===== src/sv/lpp_pkg.sv =====
`timescale 1ns / 1ps
// ----------------------------------------------------------------------------
// Lidar packet parser package
// Shared constants, the job word passed from the parser to the point unit,
// and the quarter-wave sine function.
// ----------------------------------------------------------------------------
package lpp_pkg;

    localparam int SineFracBitsDefault = 14;
    localparam logic [13:0] MaxRangeReset = 14'd3000;
    localparam logic [7:0] StartByte = 8'hFA;
    localparam logic [7:0] IndexLow = 8'hA0;
    localparam logic [7:0] IndexHigh = 8'hF9;

    // One checked packet: the four readings and what the points share.
    typedef struct packed {
        logic [6:0]       pkt_index;
        logic [15:0]      speed;
        logic [3:0][13:0] distances;
        logic [3:0]       keep;
    } job_t;

    // Sine of deg (0..90) with frac fraction bits, built with a fixed-point
    // Taylor series, worked out at elaboration.
    function automatic logic [20:0] quarter_sine(input int deg, input int frac);
        logic [63:0] x;
        logic [63:0] x2;
        logic [63:0] t;
        logic [63:0] s;
        int d;
        int divs [6];
        begin
            divs = '{156, 110, 72, 42, 20, 6};
            d = (deg > 90) ? 90 : deg;
            x = (64'(d) * 64'hC90FDAA2) / 64'd180;
            x2 = (x * x) >> 30;
            t = 64'd1 << 30;
            for (int k = 0; k < 6; k++) begin
                t = (64'd1 << 30) - ((x2 * t) >> 30) / 64'(divs[k]);
            end
            s = (x * t) >> 30;
            quarter_sine = 21'((s + (64'd1 << (29 - frac))) >> (30 - frac));
        end
    endfunction

endpackage


===== src/sv/lpp_parser.sv =====
`timescale 1ns / 1ps
// ----------------------------------------------------------------------------
// Lidar packet byte parser
// Hunts for packets, gathers the body, checks the checksum and pushes one
// job per good packet with at least one kept reading into a two-entry queue.
// ----------------------------------------------------------------------------
module lpp_parser (
    input  logic            aclk,
    input  logic            aresetn,
    input  logic            s_valid,
    output logic            s_ready,
    input  logic [7:0]      s_rx_byte,
    input  logic [13:0]     max_range,
    output logic            job_valid,
    input  logic            job_ready,
    output lpp_pkg::job_t   job
);

    logic [4:0]       pos_reg, pos_next;
    logic [6:0]       idx_reg;
    logic [7:0]       low_reg;
    logic [26:0]      acc_reg;
    logic [15:0]      speed_reg;
    logic [3:0][13:0] dist_reg;
    logic [3:0]       inv_reg;

    lpp_pkg::job_t q_reg [2];
    logic          wr_ptr_reg, rd_ptr_reg;
    logic [1:0]    cnt_reg;

    logic        take;
    logic [15:0] word;
    logic [26:0] acc_step;
    logic [14:0] folded;
    logic        push, pop;
    logic [1:0]  slot;
    lpp_pkg::job_t new_job;

    // A good packet may need a queue slot, so bytes are held while it is full.
    assign s_ready = (cnt_reg != 2'd2);
    assign take = s_valid && s_ready;
    assign word = {s_rx_byte, low_reg};
    assign acc_step = {acc_reg[25:0], 1'b0} + 27'(word);
    assign folded = 15'({1'b0, acc_reg[14:0]} + {4'd0, acc_reg[26:15]});
    assign slot = 2'((pos_reg - 5'd5) >> 2);

    always_comb begin
        new_job.pkt_index = idx_reg;
        new_job.speed = speed_reg;
        new_job.distances = dist_reg;
        for (int i = 0; i < 4; i++) begin
            new_job.keep[i] = !inv_reg[i] && (dist_reg[i] <= max_range);
        end
    end

    assign push = take && (pos_reg == 5'd21) && (word == {1'b0, folded}) && (|new_job.keep);
    assign pop = job_valid && job_ready;
    assign job_valid = (cnt_reg != 2'd0);
    assign job = q_reg[rd_ptr_reg];

    always_comb begin
        pos_next = pos_reg;
        if (take) begin
            if (pos_reg == 5'd0) begin
                pos_next = (s_rx_byte == lpp_pkg::StartByte) ? 5'd1 : 5'd0;
            end else if (pos_reg == 5'd1) begin
                pos_next = (s_rx_byte >= lpp_pkg::IndexLow && s_rx_byte <= lpp_pkg::IndexHigh)
                           ? 5'd2 : 5'd0;
            end else if (pos_reg >= 5'd21) begin
                pos_next = 5'd0;
            end else begin
                pos_next = pos_reg + 5'd1;
            end
        end
    end

    always_ff @(posedge aclk) begin
        if (!aresetn) begin
            pos_reg <= 5'd0;
            wr_ptr_reg <= 1'b0;
            rd_ptr_reg <= 1'b0;
            cnt_reg <= 2'd0;
        end else begin
            pos_reg <= pos_next;
            if (push) wr_ptr_reg <= ~wr_ptr_reg;
            if (pop) rd_ptr_reg <= ~rd_ptr_reg;
            cnt_reg <= cnt_reg + 2'(push) - 2'(pop);
        end
    end

    always_ff @(posedge aclk) begin
        if (push) q_reg[wr_ptr_reg] <= new_job;
        if (take) begin
            if (pos_reg == 5'd1) begin
                idx_reg <= 7'(s_rx_byte - lpp_pkg::IndexLow);
                acc_reg <= {11'd0, s_rx_byte, lpp_pkg::StartByte};
            end else if (pos_reg >= 5'd2 && pos_reg < 5'd21) begin
                if (!pos_reg[0]) begin
                    low_reg <= s_rx_byte;
                end else begin
                    acc_reg <= acc_step;
                    if (pos_reg == 5'd3) speed_reg <= word;
                    if (pos_reg >= 5'd5 && pos_reg[1:0] == 2'd1) begin
                        dist_reg[slot] <= {s_rx_byte[5:0], low_reg};
                        inv_reg[slot] <= s_rx_byte[7];
                    end
                end
            end else if (pos_reg == 5'd21) begin
                low_reg <= low_reg;
            end
        end
    end

endmodule


===== src/sv/lpp_points.sv =====
`timescale 1ns / 1ps
// ----------------------------------------------------------------------------
// Lidar point generator
// Walks the kept readings of one job, one per cycle while the output is free,
// multiplies by sine and cosine and holds the result in an output register.
// ----------------------------------------------------------------------------
module lpp_points #(
    parameter int SINE_FRACTION_BITS = lpp_pkg::SineFracBitsDefault
) (
    input  logic                 aclk,
    input  logic                 aresetn,
    input  logic                 job_valid,
    output logic                 job_ready,
    input  lpp_pkg::job_t        job,
    output logic                 m_valid,
    input  logic                 m_ready,
    output logic signed [14:0]   m_point_x,
    output logic signed [14:0]   m_point_y,
    output logic [8:0]           m_angle_deg,
    output logic [13:0]          m_distance,
    output logic [15:0]          m_spin_speed,
    output logic                 m_last
);

    localparam int SW = SINE_FRACTION_BITS + 1;
    localparam int PW = 14 + SW;

    logic [3:0]    done_reg, done_next;
    logic [3:0]    rem;
    logic [1:0]    slot;
    logic          last_one;
    logic          adv;
    logic [8:0]    angle;
    logic [8:0]    qa;
    logic [1:0]    quad;
    logic [6:0]    r;
    logic [SW-1:0] sin_mag, cos_mag;
    logic [PW-1:0] py, px;
    logic [14:0]   ym, xm;

    function automatic logic [SW-1:0] sine_of(input logic [6:0] d);
        logic [SW-1:0] v;
        begin
            v = '0;
            for (int i = 0; i <= 90; i++) begin
                if (d == 7'(i)) v = SW'(lpp_pkg::quarter_sine(i, SINE_FRACTION_BITS));
            end
            sine_of = v;
        end
    endfunction

    assign rem = job.keep & ~done_reg;
    always_comb begin
        slot = 2'd0;
        for (int i = 3; i >= 0; i--) begin
            if (rem[i]) slot = 2'(i);
        end
    end
    assign done_next = done_reg | (4'd1 << slot);
    assign last_one = ((job.keep & ~done_next) == 4'd0);
    assign adv = job_valid && (!m_valid || m_ready);
    assign job_ready = adv && last_one;

    assign angle = 9'({job.pkt_index, 2'b00}) + 9'(slot);
    always_comb begin
        if (angle >= 9'd270) begin
            quad = 2'd3; qa = angle - 9'd270;
        end else if (angle >= 9'd180) begin
            quad = 2'd2; qa = angle - 9'd180;
        end else if (angle >= 9'd90) begin
            quad = 2'd1; qa = angle - 9'd90;
        end else begin
            quad = 2'd0; qa = angle;
        end
    end
    assign r = qa[6:0];
    // Even quadrants read sine at r and cosine at 90 - r; odd ones swap.
    assign sin_mag = quad[0] ? sine_of(7'd90 - r) : sine_of(r);
    assign cos_mag = quad[0] ? sine_of(r) : sine_of(7'd90 - r);
    assign py = PW'(job.distances[slot]) * PW'(sin_mag);
    assign px = PW'(job.distances[slot]) * PW'(cos_mag);
    assign ym = 15'(py >> SINE_FRACTION_BITS);
    assign xm = 15'(px >> SINE_FRACTION_BITS);

    always_ff @(posedge aclk) begin
        if (!aresetn) begin
            done_reg <= 4'd0;
            m_valid <= 1'b0;
        end else begin
            if (adv) begin
                done_reg <= last_one ? 4'd0 : done_next;
                m_valid <= 1'b1;
            end else if (m_ready) begin
                m_valid <= 1'b0;
            end
        end
    end

    always_ff @(posedge aclk) begin
        if (adv) begin
            // Cosine is negative in the second and third quadrants.
            m_point_y <= quad[1] ? -$signed(ym) : $signed(ym);
            m_point_x <= (quad == 2'd1 || quad == 2'd2) ? -$signed(xm) : $signed(xm);
            m_angle_deg <= angle;
            m_distance <= job.distances[slot];
            m_spin_speed <= job.speed;
            m_last <= last_one;
        end
    end

endmodule


===== src/sv/lidar_packet_to_points.sv =====
`timescale 1ns / 1ps
// ----------------------------------------------------------------------------
// Lidar packet to points
// Parses the rotating lidar byte stream and emits Cartesian points.
// ----------------------------------------------------------------------------
// Bytes arrive on the s_ channel, one byte per accepted valid/ready cycle.
// Each 22-byte packet with a good checksum yields one point per reading that
// is flagged valid and lies within max_range, on the m_ channel, in slot
// order, with m_last set on the final point of the packet.
// Bytes are taken every cycle while the two-entry job queue has room; the
// point unit turns one kept reading into a point per cycle while the output
// is free or being taken; a packet's job is written into the queue when its
// final byte is taken, and each point is then held in the output register.
// The user must write max_range via cfg_we/cfg_wdata only while the block
// is idle; the block does not enforce this. A synchronous active-low reset
// returns the parser to hunting for the start byte, empties the queue and
// drops any pending point; max_range returns to 3000. On a receiver stall,
// the output register holds its point, the queue fills and s_ready falls.
// ----------------------------------------------------------------------------
module lidar_packet_to_points #(
    parameter int SINE_FRACTION_BITS = lpp_pkg::SineFracBitsDefault
) (
    input  logic                aclk,
    input  logic                aresetn,
    input  logic                cfg_we,
    input  logic [13:0]         cfg_wdata,
    input  logic                s_valid,
    output logic                s_ready,
    input  logic [7:0]          s_rx_byte,
    output logic                m_valid,
    input  logic                m_ready,
    output logic signed [14:0]  m_point_x,
    output logic signed [14:0]  m_point_y,
    output logic [8:0]          m_angle_deg,
    output logic [13:0]         m_distance,
    output logic [15:0]         m_spin_speed,
    output logic                m_last
);

    logic [13:0]   max_range_reg;
    logic          job_valid, job_ready;
    lpp_pkg::job_t job;

    always_ff @(posedge aclk) begin
        if (!aresetn) begin
            max_range_reg <= lpp_pkg::MaxRangeReset;
        end else if (cfg_we) begin
            max_range_reg <= cfg_wdata;
        end
    end

    lpp_parser u_parser (
        .aclk      (aclk),
        .aresetn   (aresetn),
        .s_valid   (s_valid),
        .s_ready   (s_ready),
        .s_rx_byte (s_rx_byte),
        .max_range (max_range_reg),
        .job_valid (job_valid),
        .job_ready (job_ready),
        .job       (job)
    );

    lpp_points #(
        .SINE_FRACTION_BITS (SINE_FRACTION_BITS)
    ) u_points (
        .aclk         (aclk),
        .aresetn      (aresetn),
        .job_valid    (job_valid),
        .job_ready    (job_ready),
        .job          (job),
        .m_valid      (m_valid),
        .m_ready      (m_ready),
        .m_point_x    (m_point_x),
        .m_point_y    (m_point_y),
        .m_angle_deg  (m_angle_deg),
        .m_distance   (m_distance),
        .m_spin_speed (m_spin_speed),
        .m_last       (m_last)
    );

endmodule

===== config.mk =====
export PLATFORM = sky130hd
export DESIGN_NAME = lidar_packet_to_points
export DESIGN_NICKNAME = d
export VERILOG_FILES = /design/src/sv/lpp_pkg.sv /design/src/sv/lpp_parser.sv /design/src/sv/lpp_points.sv /design/src/sv/lidar_packet_to_points.sv
export SDC_FILE = /design/constraint.sdc
export NUM_CORES = 2
export LEC_CHECK = 0
export ABC_AREA = 1
export BUFFER_PORTS_ARGS = -buffer_cell sky130_fd_sc_hd__buf_4
export CAP_MARGIN = 20
export CORE_ASPECT_RATIO = 0.8
export CORE_MARGIN = 2
export CORE_UTILIZATION = 50
export DETAILED_ROUTE_END_ITERATION = 8
export GPL_TIMING_DRIVEN = 0
export PLACE_DENSITY = 0.67
export SKIP_LAST_GASP = 1
export SYNTH_ARGS = -nofsm -noshare
export SYNTH_HDL_FRONTEND = slang
export SYNTH_SLANG_ARGS = --single-unit

===== constraint.sdc =====
create_clock -name aclk -period 23.8 [get_ports aclk]
set_clock_uncertainty 0.2 [all_clocks]
set_input_delay 2.38 -clock aclk [delete_from_list [all_inputs] [get_ports aclk]]
set_output_delay 2.38 -clock aclk [all_outputs]
set_load 0.01 [all_outputs]

* Word-level counts from Yosys, hierarchy flattened *
Memories as Yosys holds them, arrays and structs flattened. A register that Yosys moved wholly into a read port is not among the register bits.
Index checks and enable logic that the tools add are counted.

word-level totals
  flip-flop bits (word level) = 216
  RAM bits = 166
  memories kept = 1

memory list
  name            depth  bits a word  read ports  clocked after memory_dff  wr ports  line              RTL
  u_parser.q_reg  2      83           1           1                         1         lpp_parser.sv:27  lpp_pkg::job_t q_reg [2];

operators by class
  add/sub/neg operators = 14
  multipliers = 2
  magnitude comparators = 16
  equal/unequal tests = 189
  shifts and indexed selects = 1
  multiplexer cells = 217
  bitwise gates (word level) = 9
  reductions and logical operators = 34

operators with widths
  operator            number
  $mux 14             119
  $eq 7x6->1 const B  64
  $mux 13             30
  $eq 7x7->1 const B  54
  $eq 7x5->1 const B  32
  $mux 12             14
  $mux 15             9
  $eq 7x4->1 const B  16
  $mux 11             8
  $mul 14x15->29      2
  $bwmux 56           1
  $eq 7x3->1 const B  8
  $le 14x14->1        4
  $mux 27             2
  $mux 10             4
  $neg 15->15         2
  $bmux 14 s2         1
  $demux 14 s2        1
  $eq 7x2->1 const B  4
  $add 27x16->27      1
  $mux 7              3
  $mux 9              2
  $eq 16x15->1        1
  $mux 16             1
  other kinds (51)    99

* Longest topological paths before layout *
  word-level depth = 107
  mapped depth = 75
  depth with buffers taken out = 74

* Modules after synthesis *
Synthesis repeated with hierarchy kept, for this count alone.

unflattened totals
  cell total of the unflattened synthesis = 4,253
  area total of the unflattened synthesis = 36,238.5 um^2

modules (own cells, without submodules)
  module                  instances  cells each  area an instance (um^2)  sequential area each (um^2)
  lpp_points              1          3,034       21,678.3                 2,202.1
  lpp_parser              1          1,145       14,018.4                 8,728.4
  lidar_packet_to_points  1          74          541.8                    280.3

* Worst setup path before layout *
Ideal clock, no wire load.

  path kind = flip-flop to flip-flop
  start = register with a tool-made name
  end = register u_points.m_point_x[12], data pin
  arrival time = 9.601 ns
  slack = 13.746 ns
  cell stages (with the launch flop) = 68
  path buffers = 5
  cells stage by stage = dfxtp_1 -> buf_6 -> buf_8 -> nor2_1 -> nor2_2 -> inv_2 -> a21oi_4 -> inv_1 -> ha_1 -> inv_1 -> nand3_1 -> nand2_1 -> nand2_1 -> nand3_4 -> o21ai_1 -> o21ai_1 -> nand3_1 -> nand2_2 -> [... 32 more ...] -> ha_1 -> nand2_1 -> nor2_1 -> inv_1 -> o21ai_0 -> inv_1 -> nand2_1 -> nand2_1 -> nand2_1 -> xnor2_1 -> ha_1 -> nand2_1 -> nor2_2 -> nand4_1 -> nand2_2 -> nand2_1 -> nand2_1 -> nand2_1

RTL lines
  item                  line               RTL
  end signal, assigned  lpp_points.sv:103  m_point_x <= (quad == 2'd1 || quad == 2'd2) ? -$signed(xm) : $signed(xm);
  end, declared         lpp_points.sv:17   output logic signed [14:0] m_point_x,

==> impl_metrics.csv <==
group,metric,value,unit
route,drc,0,
die,die-area,0.0730,mm²
pwr,seqPwrFrac,49.5,%
critical_path,rr_worst_depth,66,
die,core-area,0.0703,mm²
pwr,p_int,0.00116,W
route,num_vias,29444,
run,cap_violations,0,
logic_synthesis,yosys-top-cells-area,"edfxtp_1 30%, fa_1 17%, nand2_1 10%",
worst_hold_path,hold_end,"u_parser.q_reg[0][71]$_DFFE_PP_",
critical_path,cp-end-kind,"flop",
pwr,power.total,0.00151,W
route,drtIter0Drc,2807,
critical_path,slowest_stage,"nor4_1",
clock_tree,cts-root-buf,"clkbuf_16",
critical_path,crit_type,"flop to flop",
route,final_antenna_net_count,0,
global_routing,grt_pass1_vias,28535,
sta,tightest_slew,1.42,ns
sta,setup_tns,0,ns
worst_hold_path,hp-class,"flop to flop",
layout,layout-drive-gt1-share,8.68,%
place,hpwl,86.3,mm
global_routing,track_usage,29.9,%
clock_tree,postCtsSetupRepairBufs,0,
critical_path,worstPathArrival,13.44,ns
clock_tree,cts_resized,0,
worst_hold_path,worstHoldStart,"u_parser.speed_reg[11]$_DFFE_PP_",
layout,fin_nets,4938,
layout,utilization,55.5,%
logic_synthesis,synth_edf_count,354,
sta,drv_slew,0,
critical_path,cpPeakStageDelay,0.72,ns
sta,fmax,75.1,MHz
clock_tree,cts_tree,"yes",
global_routing,grt_pass1_wl,168,mm
logic_synthesis,ys_async_sr_fraction,0,%
sta,setup_viol,0,
global_routing,antenna_found_initial,0,
clock_tree,clkLatencyLatePin,0.60,ns
layout,fillers,6483,
route,vias_per_cell,5.57,
pwr,power_density,38.7,mW/mm²
logic_synthesis,netlist_instances,4170,
route,drt_wl_total,108,mm
layout,finalNonFillerCells,5290,
layout,multi_input_area,0.0211,mm²
logic_synthesis,synth_warnings,0,
die,dieWidth,301,µm
place,gp_congestion,1.01,
layout,largest_reg_flops,166,
place,place_inst,5216,
clock_tree,clockBufferDepth,3,
pwr,switching_share,23.3,%
pwr,p_clk_share,44.4,%
logic_synthesis,syn_nets,4783,
sta,hold_viol,0,
clock_tree,cts-htree-levels,2,
logic_synthesis,synthFlopType,"edfxtp_1",
sta,min_period_over_period,55.9,%
route,first_pass_iters,7,
global_routing,grt_overflow_total,0,
critical_path,r2r_end,"u_points.m_point_x[14]$_DFFE_PP_",
critical_path,crit_fanout,10,
critical_path,rrSetupSlack,10.49,ns
die,start_util,50.3,%
critical_path,cp-start-kind,"flop",
pwr,p_leak,18.6,nW
logic_synthesis,yosysMostFrequentCell,"nand2_1",
die,ios,99,
sta,max_slew_margin,5.43,%
logic_synthesis,yosysUniqueCellTypes,68,
sta,rsz0062_at_grt,"no",
logic_synthesis,syn_avg_cell_area,8.49,µm²
clock_tree,cts_sinks,383,
layout,syn_to_final_growth,10.2,%
critical_path,crit_top_cell,"nand2_1",
layout,seqCellArea,0.0112,mm²
clock_tree,path_clk_slew,0.06,ns
status,status,"finished, final reports clean",
worst_hold_path,min_path_cells,0,
sta,min_period,13.31,ns
logic_synthesis,synth_top_area_share,30.0,%
pwr,max-vdd-ir-drop,0.0613,mV
logic_synthesis,synth-seq-cells,383,
clock_tree,cts_hold_buf,0,
critical_path,required,23.93,ns
route,wl_per_cell,20.5,µm
logic_synthesis,ys_seq_area_share,31.7,%
logic_synthesis,yosysTopAreaCell,"edfxtp_1",
pwr,power.switching,0.000352,W
logic_synthesis,syn_area,0.0354,mm²
global_routing,grt_max_degree,30,
place,port_buffers,98,
logic_synthesis,synthTopCellsByCount,"948 x nand2_1, 676 x inv_1, 517 x nor2_1",
die,rows,87,
clock_tree,numCtsBuffers,41,
pwr,power_frac_comb,6.1,%
die,fp.dieH,242,µm
-- worst max path at each step --
stage                                            end  slack [ns]  depth (start not counted)
CTS                 u_points.m_point_x[14]$_DFFE_PP_       10.77                         67
detailed placement  u_points.m_point_x[14]$_DFFE_PP_       10.86                         67
finish              u_points.m_point_x[14]$_DFFE_PP_       10.49                         66
floorplan           u_points.m_point_x[12]$_DFFE_PP_       13.75                         67
global placement     u_points.m_point_y[9]$_DFFE_PP_       10.66                         58
global route        u_points.m_point_x[14]$_DFFE_PP_        9.71                         67
-- area by class of cell --
type | count | area share (%)
Antenna cell | 1 | 0.00641
Sequential cell | 383 | 28.7
Clock inverter | 27 | 0.853
Buffer | 83 | 1.06
Clock buffer | 46 | 2.73
Tap cell | 934 | 3.00
Inverter | 723 | 6.98
Timing Repair Buffer | 112 | 2.52
Multi-Input combinational cell | 2981 | 54.1
-- metal layers --
layer / up-vias / track usage [%] / wire length, µm
met5: - / 0 / 0
met4: 0 / 7.70 / 2870
met3: 212 / 7.96 / 11600
met2: 1404 / 43.2 / 45300
met1: 14058 / 44.5 / 48700
li1: 13770 / - / -
-- through the flow --
stage               setup WS, ns  hold WS, ns  area, µm²
floorplan                  13.75        0.221      35400
global placement           10.66        0.223      37300
detailed placement         10.86        0.230      37600
CTS                        10.77        0.243      39000
global route                9.71        0.255      39000
finish                     10.49        0.241      39000
-- worst max-delay path, delay by kind of cell, from the launching register on --
family / cells / cell delay, ns
XOR/XNOR: 1 / 0.19
AND/OR/NAND/NOR: 39 / 6.08
AO/OA/AOI/OAI: 3 / 0.96
flip-flops: 1 / 0.34
adder cells (fa/ha/maj): 9 / 3.57
buffers and inverters: 14 / 1.68
-- cell families (layout without fill, tap and decap cells) --
kind of cell	count (synthesis)	after routing	share of synthesized area, %
buffers and inverters	806	991	8.86
adder cells (fa/ha/maj)	586	586	27.2
flip-flops	383	383	31.7
other	0	1	0
AND/OR/NAND/NOR	1977	1977	24.5
multiplexers	8	8	0.226
XOR/XNOR	71	71	1.86
AO/OA/AOI/OAI	339	339	5.72
-- power groups by stage --
| stage | combinational (W) | sequential (W) | clock, W |
|---|---|---|---|
| after floorplan | 0.0000644 | 0.000758 | 0 |
| after global placement | 0.0000858 | 0.000761 | 0 |
| after detailed placement | 0.0000907 | 0.000761 | 0 |
| after CTS | 0.0000916 | 0.000747 | 0.000680 |
| after global routing | 0.000105 | 0.000747 | 0.000708 |
| final | 0.0000925 | 0.000747 | 0.000670 |
-- layout by cell type, fill, tap and decap left out, types with 40 or more instances in the layout --
master,instances
nand4_1,83
nand3_1,147
clkbuf_16,42
nor3_1,88
ha_1,280
inv_1,676
clkbuf_1,65
nor2_1,515
nand2_2,40
xor2_1,42
o21ai_0,92
fa_1,306
nand2_1,948
a21oi_1,138
edfxtp_1,354
buf_4,101
(Power assumes the default switching activity.)
